--- src/rtl/ucbas_pkg.sv ---
// ----------------------------------------------------------------------------
// ucbas_pkg
// Shared types and constants of the UCB1 arm selector: beat payloads,
// controller states and the command/status bundles between control and data.
// ----------------------------------------------------------------------------
package ucbas_pkg;

    localparam int GAIN_W = 12;
    localparam logic [GAIN_W-1:0] GAIN_RESET = 12'd384;
    localparam logic [15:0] LN2_Q16 = 16'd45426;

    typedef struct packed {
        logic [2:0] style;
        logic       feedback_like;
        logic       prev_contour_valid;
        logic [2:0] prev_contour_arm;
        logic       prev_rhythm_valid;
        logic [2:0] prev_rhythm_arm;
    } t_in_item;

    typedef struct packed {
        logic [2:0] contour_arm;
        logic [2:0] rhythm_arm;
    } t_out_item;

    typedef enum logic [4:0] {
        S_IDLE,
        S_CRD_RD,
        S_CRD_WAIT,
        S_SCAN_RD,
        S_SCAN_ACC,
        S_SCAN_END,
        S_NORM,
        S_LOG,
        S_LN,
        S_ARM_RD,
        S_ARM_WAIT,
        S_DIV,
        S_SQ_LD,
        S_SQRT,
        S_MUL,
        S_CMP,
        S_PICK_RD,
        S_PICK_WAIT,
        S_DONE
    } t_state;

    typedef enum logic [1:0] {
        A_PREV,
        A_ARM,
        A_BEST
    } t_addr_sel;

    typedef enum logic {
        W_CREDIT,
        W_PICK
    } t_wr_sel;

    typedef struct packed {
        logic      load_in;
        logic      bank_clr;
        logic      bank_inc;
        t_addr_sel addr_sel;
        logic      mem_wr;
        t_wr_sel   wr_sel;
        logic      arm_clr;
        logic      arm_inc;
        logic      scan_clr;
        logic      scan_acc;
        logic      norm_load;
        logic      norm_step;
        logic      log_load;
        logic      log_step;
        logic      ln_calc;
        logic      div_load;
        logic      div_step;
        logic      sqrt_load;
        logic      sqrt_step;
        logic      mul_calc;
        logic      cmp_calc;
        logic      res_store;
        logic      out_load;
    } t_cmd;

    typedef struct packed {
        logic cred_go;
        logic hv_nz;
        logic found;
        logic arm_last;
        logic norm_done;
        logic cnt_last;
        logic bank;
    } t_stat;

endpackage

--- src/rtl/ucbas_ctrl.sv ---
// ----------------------------------------------------------------------------
// ucbas_ctrl
// Sequencer of the arm selector: credit, scan, log, per-arm score and pick
// for each bank in turn, plus the output holding flag.
// ----------------------------------------------------------------------------
module ucbas_ctrl import ucbas_pkg::*; (
    input  logic  i_clk,
    input  logic  i_rst_n,
    input  logic  i_in_valid,
    output logic  o_in_ready,
    output logic  o_out_valid,
    input  logic  i_out_ready,
    input  t_stat i_stat,
    output t_cmd  o_cmd
);

    t_state r_state, n_state;
    logic   r_out_full, n_out_full;
    logic   out_free;

    assign out_free    = !r_out_full || i_out_ready;
    assign o_in_ready  = (r_state == S_IDLE);
    assign o_out_valid = r_out_full;

    always_ff @(posedge i_clk) begin
        if (!i_rst_n) begin
            r_state    <= S_IDLE;
            r_out_full <= 1'b0;
        end else begin
            r_state    <= n_state;
            r_out_full <= n_out_full;
        end
    end

    always_comb begin
        n_out_full = r_out_full;
        if (r_out_full && i_out_ready) begin
            n_out_full = 1'b0;
        end
        if (o_cmd.out_load) begin
            n_out_full = 1'b1;
        end
    end

    // next state
    always_comb begin
        n_state = r_state;
        case (r_state)
            S_IDLE: begin
                if (i_in_valid) n_state = S_CRD_RD;
            end
            S_CRD_RD: begin
                n_state = i_stat.cred_go ? S_CRD_WAIT : S_SCAN_RD;
            end
            S_CRD_WAIT:  n_state = S_SCAN_RD;
            S_SCAN_RD:   n_state = S_SCAN_ACC;
            S_SCAN_ACC: begin
                n_state = i_stat.arm_last ? S_SCAN_END : S_SCAN_RD;
            end
            S_SCAN_END: begin
                n_state = i_stat.found ? S_PICK_RD : S_NORM;
            end
            S_NORM: begin
                if (i_stat.norm_done) n_state = S_LOG;
            end
            S_LOG: begin
                if (i_stat.cnt_last) n_state = S_LN;
            end
            S_LN:       n_state = S_ARM_RD;
            S_ARM_RD:   n_state = S_ARM_WAIT;
            S_ARM_WAIT: n_state = S_DIV;
            S_DIV: begin
                if (i_stat.cnt_last) n_state = S_SQ_LD;
            end
            S_SQ_LD:    n_state = S_SQRT;
            S_SQRT: begin
                if (i_stat.cnt_last) n_state = S_MUL;
            end
            S_MUL:      n_state = S_CMP;
            S_CMP: begin
                n_state = i_stat.arm_last ? S_PICK_RD : S_ARM_RD;
            end
            S_PICK_RD:  n_state = S_PICK_WAIT;
            S_PICK_WAIT: begin
                n_state = i_stat.bank ? S_DONE : S_CRD_RD;
            end
            S_DONE: begin
                if (out_free) n_state = S_IDLE;
            end
            default:    n_state = S_IDLE;
        endcase
    end

    // commands
    always_comb begin
        o_cmd          = '0;
        o_cmd.addr_sel = A_ARM;
        o_cmd.wr_sel   = W_CREDIT;
        case (r_state)
            S_IDLE: begin
                o_cmd.load_in  = i_in_valid;
                o_cmd.bank_clr = i_in_valid;
            end
            S_CRD_RD: begin
                o_cmd.addr_sel = A_PREV;
                o_cmd.arm_clr  = !i_stat.cred_go;
                o_cmd.scan_clr = !i_stat.cred_go;
            end
            S_CRD_WAIT: begin
                o_cmd.addr_sel = A_PREV;
                o_cmd.mem_wr   = i_stat.hv_nz;
                o_cmd.arm_clr  = 1'b1;
                o_cmd.scan_clr = 1'b1;
            end
            S_SCAN_RD: begin
                o_cmd.addr_sel = A_ARM;
            end
            S_SCAN_ACC: begin
                o_cmd.scan_acc = 1'b1;
                o_cmd.arm_inc  = !i_stat.arm_last;
            end
            S_SCAN_END: begin
                o_cmd.norm_load = !i_stat.found;
            end
            S_NORM: begin
                o_cmd.norm_step = !i_stat.norm_done;
                o_cmd.log_load  = i_stat.norm_done;
            end
            S_LOG: begin
                o_cmd.log_step = 1'b1;
            end
            S_LN: begin
                o_cmd.ln_calc = 1'b1;
                o_cmd.arm_clr = 1'b1;
            end
            S_ARM_RD: begin
                o_cmd.addr_sel = A_ARM;
            end
            S_ARM_WAIT: begin
                o_cmd.div_load = 1'b1;
            end
            S_DIV: begin
                o_cmd.div_step = 1'b1;
            end
            S_SQ_LD: begin
                o_cmd.sqrt_load = 1'b1;
            end
            S_SQRT: begin
                o_cmd.sqrt_step = 1'b1;
            end
            S_MUL: begin
                o_cmd.mul_calc = 1'b1;
            end
            S_CMP: begin
                o_cmd.cmp_calc = 1'b1;
                o_cmd.arm_inc  = !i_stat.arm_last;
            end
            S_PICK_RD: begin
                o_cmd.addr_sel = A_BEST;
            end
            S_PICK_WAIT: begin
                o_cmd.addr_sel  = A_BEST;
                o_cmd.wr_sel    = W_PICK;
                o_cmd.mem_wr    = 1'b1;
                o_cmd.res_store = 1'b1;
                o_cmd.bank_inc  = !i_stat.bank;
            end
            S_DONE: begin
                o_cmd.out_load = out_free;
            end
            default: begin
                o_cmd.addr_sel = A_ARM;
            end
        endcase
    end

    a_accept_starts: assert property (@(posedge i_clk) disable iff (!i_rst_n)
        (i_in_valid && o_in_ready) |=> (r_state == S_CRD_RD))
        else $error("accepted item did not start the credit step");

    a_no_overwrite: assert property (@(posedge i_clk) disable iff (!i_rst_n)
        (r_state == S_DONE && r_out_full && !i_out_ready) |=> (r_state == S_DONE))
        else $error("result finished over an untaken beat");

    a_wr_spacing: assert property (@(posedge i_clk) disable iff (!i_rst_n)
        o_cmd.mem_wr |=> !o_cmd.mem_wr)
        else $error("back to back store writes");

endmodule

--- config.mk ---
export PLATFORM = sky130hd
export DESIGN_NAME = ucbas_ctrl
export DESIGN_NICKNAME = d
export VERILOG_FILES = /design/src/rtl/ucbas_pkg.sv /design/src/rtl/ucbas_ctrl.sv
export SDC_FILE = /design/constraint.sdc
export NUM_CORES = 1
export LEC_CHECK = 0
export BUFFER_PORTS_ARGS = -buffer_cell sky130_fd_sc_hd__buf_2
export CORE_MARGIN = 3
export CORE_UTILIZATION = 50
export DETAILED_ROUTE_END_ITERATION = 6
export PLACE_DENSITY = 0.84
export SLEW_MARGIN = 0
export SYNTH_ARGS = -nofsm -noshare
export SYNTH_HDL_FRONTEND = slang
export SYNTH_SLANG_ARGS = --single-unit
--- constraint.sdc ---
create_clock -name i_clk -period 3.2 [get_ports i_clk]
set_clock_uncertainty 0.05 [all_clocks]
set_input_delay 0.48 -clock i_clk [delete_from_list [all_inputs] [get_ports i_clk]]
set_output_delay 0.48 -clock i_clk [all_outputs]
set_load 0.005 [all_outputs]
==> out/qor.csv, run 1 <==
metric,value,unit
max_cap viols,0,
global-route wire length before repair,3640,um
min Tclk post-route,2.56,ns
placer congestion estimate,0.880,
H-tree Lvls,1,
clk root buf,clkbuf_4,
Post-Syn Instances,115,
Leak,0.000417,uW
Worst Path Required,2.67,ns
DRC viols,0,
XOR/XNOR Fraction of Synth Area,2.14,%
Logic pwr share,35.9,%
Final TNS setup,0,ns
die area,0.00216,mm^2
mux cell area share after synthesis,1.38,%
Finished Layout Cells,154,
# clock sinks,6,
Die X,46.5,um
Hold Path Class,in -> reg,
Power Internal,167,uW
Final ANT Viol Nets,0,
Tcrit/Tclk final,79.9,%
drt wl/cell,15.3,um
Cell variety after synth,45,
Final Hold Viols,0,
die height,46.5,um
"Avg Cell Area, Syn",7.12,um^2
row count,13,
Slew @ Worst Pin,0.802,ns
n_diodes,0,
"most common cell after layout, fill and taps aside",buf_2,
"Seq/Total Area, Yosys",14.7,%
Slew headroom,46.5,%
synthesized area,818,um^2
Synth Register Bits,6,
Worst-path clk slew,0.04,ns
largest family of logic cells by synthesized area,simple AND/OR/NAND/NOR gates,
Pre-Repair DR Iteration Count,4,
share of the synthesized area in the top cell type,14.7,%
Longest Clk Path Bufs,2,
Core Region,0.00142,mm^2
share of cells above drive strength 1,35.3,%
worst skew pair latency,0.25,ns
Post-Syn Nets,126,
post-cts hold buffer count,0,
IO Pins,37,
initial antenna violation count,0,
Placed Cells,151,
Area Overhead vs Synth,16.4,%
remaining global-route overflow,0,
GRT Util Overall,23.2,%
fillers,136,
fin. max-slew vios,0,
Clk network pwr share,26.8,%
Fmax achieved,0.391,GHz
vias in the first global route,862,
Initial Util,57.8,%
unrepaired setup endpoints after global routing,no,
PortBufs,36,
PostCTS Resize Cnt,0,
Post-Synth Adder-Cell Area,0,%
switching share of power,37.8,%
PD cells,282,mW/mm^2
status,"complete, no violations",
hpwl dp,1720,um
post-detailed-route via-to-cell ratio,6.44,
peak supply drop,0.210,mV
Final Util,67.3,%
largest net degree at the start of global routing,27,
Flop pwr share,37.3,%
crit-path max FO,20,
cell accounting for the most synthesized area,dfxtp_1,
Starting DRT DRC Count,29,
"top cells by area, synth","dfxtp_1 (15%), nor2_1 (6.9%), buf_4 (4.6%)",
"Warnings, synthesis",0,
simple-gate portion of the synthesized area,42.0,%
crit path DAT,2.03,ns
ys flop type,dfxtp_1,
CTS tree,yes,
Total Wirelength,2350,um
endpoint type of the worst setup path,output pin,
DR vias,992,
"EDFF count, synth",0,
crit path kind,reg -> out,
Compound-Gate Fraction of Synth Area,27.7,%
nets@finish,152,
Num CTS Buffers,3,
net switching power figure,101,uW
post-CTS setup buffer count,0,
R2R setup slack,1.10,ns
final setup fails,0,
Async SR Flop Fraction,0,%
Setup crit start kind,register,
most frequent cells in the layout,"buf_2 (36), nor2_1 (15), nand2_1 (6), nor3_1 (6), dfxtp_1 (6)",
[synthesized netlist by cell type, drive strengths merged (2+ instances only)]
cell,number
nand2b,5
buf,10
o21ai,3
nand2,6
or3,5
o31ai,5
o311ai,2
nor3,8
nand3b,2
nor4,3
clkbuf,5
a211oi,3
inv,3
xnor2,2
dfxtp,6
nor2,15
a21boi,2
a21oi,5
or3b,5
and2,3
[path summary, 6_finish.rpt]
path | cells after the start | from | to
worst max-delay path | 4 | r_state[4] | o_cmd[0]
worst min register to register | 2 | o_out_valid | o_out_valid
worst max register to register | 4 | r_state[3] | r_state[0]
worst min-delay path | 2 | i_rst_n | r_state[3]
[power by group through the flow]
stage                     clock network [uW]  logic [uW]  registers (uW)
after floorplan                            0        85.5            80.9
after global placement                     0        91.5             100
after detailed placement                   0        95.8             100
after CTS                               75.1        96.2            99.1
after global routing                    80.4         107             101
final                                   72.0        96.3             100
[kinds of logic (layout without fill, tap and decap cells)]
| kind of cell | after synthesis | in the layout |
|---|---|---|
| AOI/OAI and AO/OA | 30 | 30 |
| xor gates and xnor gates | 2 | 2 |
| buffers and inverters | 18 | 42 |
| DFF | 6 | 6 |
| muxes | 1 | 1 |
| and+or+nand+nor | 58 | 58 |
[critical path: stages, from the launching register on]
cell	delay, ns
dfxtp_1	0.69
or3b_1	0.51
or2_2	0.32
nor2b_1	0.12
buf_2	0.13
[layer usage]
layer | vias up | global-route usage [%] | wire length (um)
met2 | 53 | 40.4 | 1190
met3 | 5 | 4.69 | 202
li1 | 470 | - | -
met5 | - | 0 | 0
met4 | 0 | 9.09 | 17
met1 | 464 | 27.4 | 942
[cell type report]
type	count	area, um^2	area share [%]
Clock buffer	3	22.5	2.37
Inverter	3	11.3	1.18
Multi-Input combinational cell	91	599	62.9
Sequential cell	6	120	12.6
Tap cell	15	18.8	1.97
Timing Repair Buffer	36	180	18.9
[through the flow]
step	worst slack [ns]	hold slack (ns)	power (uW)	instance area, um^2
final	0.642	0.497	269	952
after global routing	0.553	0.492	288	952
after CTS	0.656	0.485	270	952
after detailed placement	0.938	0.532	196	930
after global placement	1.01	0.510	192	930
after floorplan	1.33	0.500	166	818
[state kept, by name, indices dropped and copies added (netlist names)]
signal	cells
r_state	5
o_out_valid	1
(Power assumes the default switching activity.)
==> run 2: changes to the inputs <==
--- a/config.mk
+++ b/config.mk
@@ -5,11 +5,12 @@
 export SDC_FILE = /design/constraint.sdc
 export NUM_CORES = 1
 export LEC_CHECK = 0
+export ABC_AREA = 1
 export BUFFER_PORTS_ARGS = -buffer_cell sky130_fd_sc_hd__buf_2
 export CORE_MARGIN = 3
-export CORE_UTILIZATION = 50
+export CORE_UTILIZATION = 41
 export DETAILED_ROUTE_END_ITERATION = 6
-export PLACE_DENSITY = 0.84
+export PLACE_DENSITY = 0.75
 export SLEW_MARGIN = 0
 export SYNTH_ARGS = -nofsm -noshare
 export SYNTH_HDL_FRONTEND = slang
==> constraint.sdc (replaced) <==
create_clock -name i_clk -period 2.3 [get_ports i_clk]
set_clock_uncertainty 0.05 [all_clocks]
set_input_delay 0.345 -clock i_clk [delete_from_list [all_inputs] [get_ports i_clk]]
set_output_delay 0.345 -clock i_clk [all_outputs]
set_load 0.005 [all_outputs]
==> run 2 against run 1 <==
Effect of this change:
- cell area increased by 2.9%
- non-clock buffer count unchanged
- worst setup slack got worse by 0.30 ns
- largest power group is now combinational logic
==> out/qor.csv, run 2 <==
metric,value,unit
status,"complete, no violations",
fin. max-slew vios,0,
drt wl/cell,10.8,um
"EDFF count, synth",0,
"Largest stage delay, worst path",0.59,ns
DR vias,973,
"Seq/Total Area, Yosys",15.5,%
CTS tree,yes,
Longest Clk Path Bufs,2,
post-detailed-route via-to-cell ratio,4.82,
peak supply drop,0.282,mV
# clock sinks,6,
Flop pwr share,29.2,%
post-cts hold buffer count,0,
Worst Path Required,1.90,ns
"Warnings, synthesis",0,
largest net degree at the start of global routing,12,
Worst-path clk slew,0.05,ns
Final TNS setup,0,ns
Num CTS Buffers,3,
clk root buf,clkbuf_4,
net switching power figure,186,uW
most frequent cells in the layout,"buf_2 (36), nand2_1 (32), inv_1 (24)",
Setup crit start kind,register,
most numerous cell in the Yosys netlist,nand2_1,
Async SR Flop Fraction,0,%
max reg flops,5,
Die X,49.4,um
final setup fails,0,
row count,15,
Starting DRT DRC Count,21,
Final ANT Viol Nets,0,
Slew @ Worst Pin,0.451,ns
ys flop type,dfxtp_1,
worst path bufs/invs,3,
share of the synthesized area in the top cell type,15.5,%
fillers,189,
Multi-input gate area,508,um^2
switching share of power,42.2,%
Synth Register Bits,6,
"most common cell after layout, fill and taps aside",buf_2,
unrepaired setup endpoints after global routing,no,
crit-path max FO,11,
Initial Util,44.3,%
max_cap viols,0,
H-tree Lvls,1,
Logic pwr share,48.4,%
GRT Util Overall,18.1,%
Final Hold Viols,0,
worst skew pair latency,0.24,ns
placer congestion estimate,0.879,
remaining global-route overflow,0,
global-route wire length before repair,3530,um
crit path DAT,1.56,ns
Leak,0.000672,uW
Post-Syn Instances,142,
die height,49.4,um
"top cells by area, synth","dfxtp_1 (16%), nand2_1 (16%), inv_1 (12%)",
DRC viols,0,
PostCTS Resize Cnt,0,
nets@finish,190,
"top cells by count, synth","nand2_1 (32), inv_1 (24), nor2_1 (18)",
synthesized area,773,um^2
Pre-Repair DR Iteration Count,4,
PortBufs,36,
Tcrit/Tclk final,85.1,%
endpoint type of the worst setup path,output pin,
Core Region,0.00175,mm^2
dpl ws,0.605,ns
Hold Path Class,in -> reg,
Area Overhead vs Synth,26.7,%
"Avg Cell Area, Syn",5.45,um^2
crit path kind,reg -> out,
hpwl dp,1860,um
Post-Syn Nets,153,
die area,0.00244,mm^2
vias in the first global route,825,
most used cell along the critical path,nand2_1,
initial antenna violation count,0,
Cell variety after synth,23,
Fmax achieved,0.511,GHz
Clk network pwr share,22.5,%
PD cells,448,mW/mm^2
Total Wirelength,2180,um
"Slowest-stage cell, CP",dfxtp_1,
Top reg by flops,r_state,
share of cells above drive strength 1,37.3,%
worst setup margin,0.342,ns
"Cell Chain, Critical Path","inv_1, nand3_1, clkinv_1, nand2_1, nand2_1, buf_2",
IO Pins,37,
Slew headroom,69.9,%
n_diodes,0,
Power Internal,254,uW
register area,120,um^2
cell accounting for the most synthesized area,dfxtp_1,
cell family with most CP delay,flip-flops,
min Tclk post-route,1.96,ns
post-CTS setup buffer count,0,
[run 2: routing by layer]
layer / share of wire (%) / track usage, %
met1: 46 / 25.1
met2: 46 / 29.2
met3: 6.7 / 3.67
met4: 0.69 / 2.76
met5: 0 / 0
[run 2: cells by family (layout without fill, tap and decap cells)]
logic type,count (synthesis),in the layout,share of synthesized area (%)
buffers and inverters,35,70,18.8
and+or+nand+nor,89,89,56.5
AOI/OAI and AO/OA,12,12,9.22
DFF,6,6,15.5
[run 2: area by class of cell]
class,instances,share of cell area [%]
tap,25,3.19
multi-input combinational,101,51.9
timing repair buffer,36,18.4
sequential,6,12.3
inverter,31,12.0
clock buffer,3,2.30
[run 2: power groups by stage]
stage / Combinational, uW / Clock (uW) / Sequential, uW
after floorplan: 148 / 0 / 127
after global placement: 216 / 0 / 129
after detailed placement: 212 / 0 / 130
after CTS: 213 / 101 / 128
after global routing: 240 / 112 / 129
final: 213 / 98.7 / 128
[run 2: worst reg2reg max path: cells and delay by family (launching register included)]
| kind | cells | cell delay [ns] |
|---|---|---|
| AOI/OAI and AO/OA | 1 | 0.05 |
| buffers and inverters | 1 | 0.22 |
| DFF | 1 | 0.59 |
| and+or+nand+nor | 7 | 0.60 |
[run 2: through the flow]
step	cell area (um^2)	utilization (%)	std cells	hold WS (ns)	total power, uW
after floorplan	773	-	142	0.473	275
after CTS	980	56.1	202	0.335	441
after global routing	980	56.1	202	0.365	481
after detailed placement	957	54.8	199	0.500	342
after global placement	957	54.8	199	0.483	345
final	980	56.1	202	0.345	439
[run 2: path summary, 6_finish.rpt]
check	from	endpoint	slack, ns	cells after the start
max	r_state[4]	o_cmd[15]	0.34	6
min	i_out_ready	o_out_valid	0.35	4
max reg2reg	r_state[4]	r_state[2]	0.67	9
min reg2reg	o_out_valid	o_out_valid	0.51	4
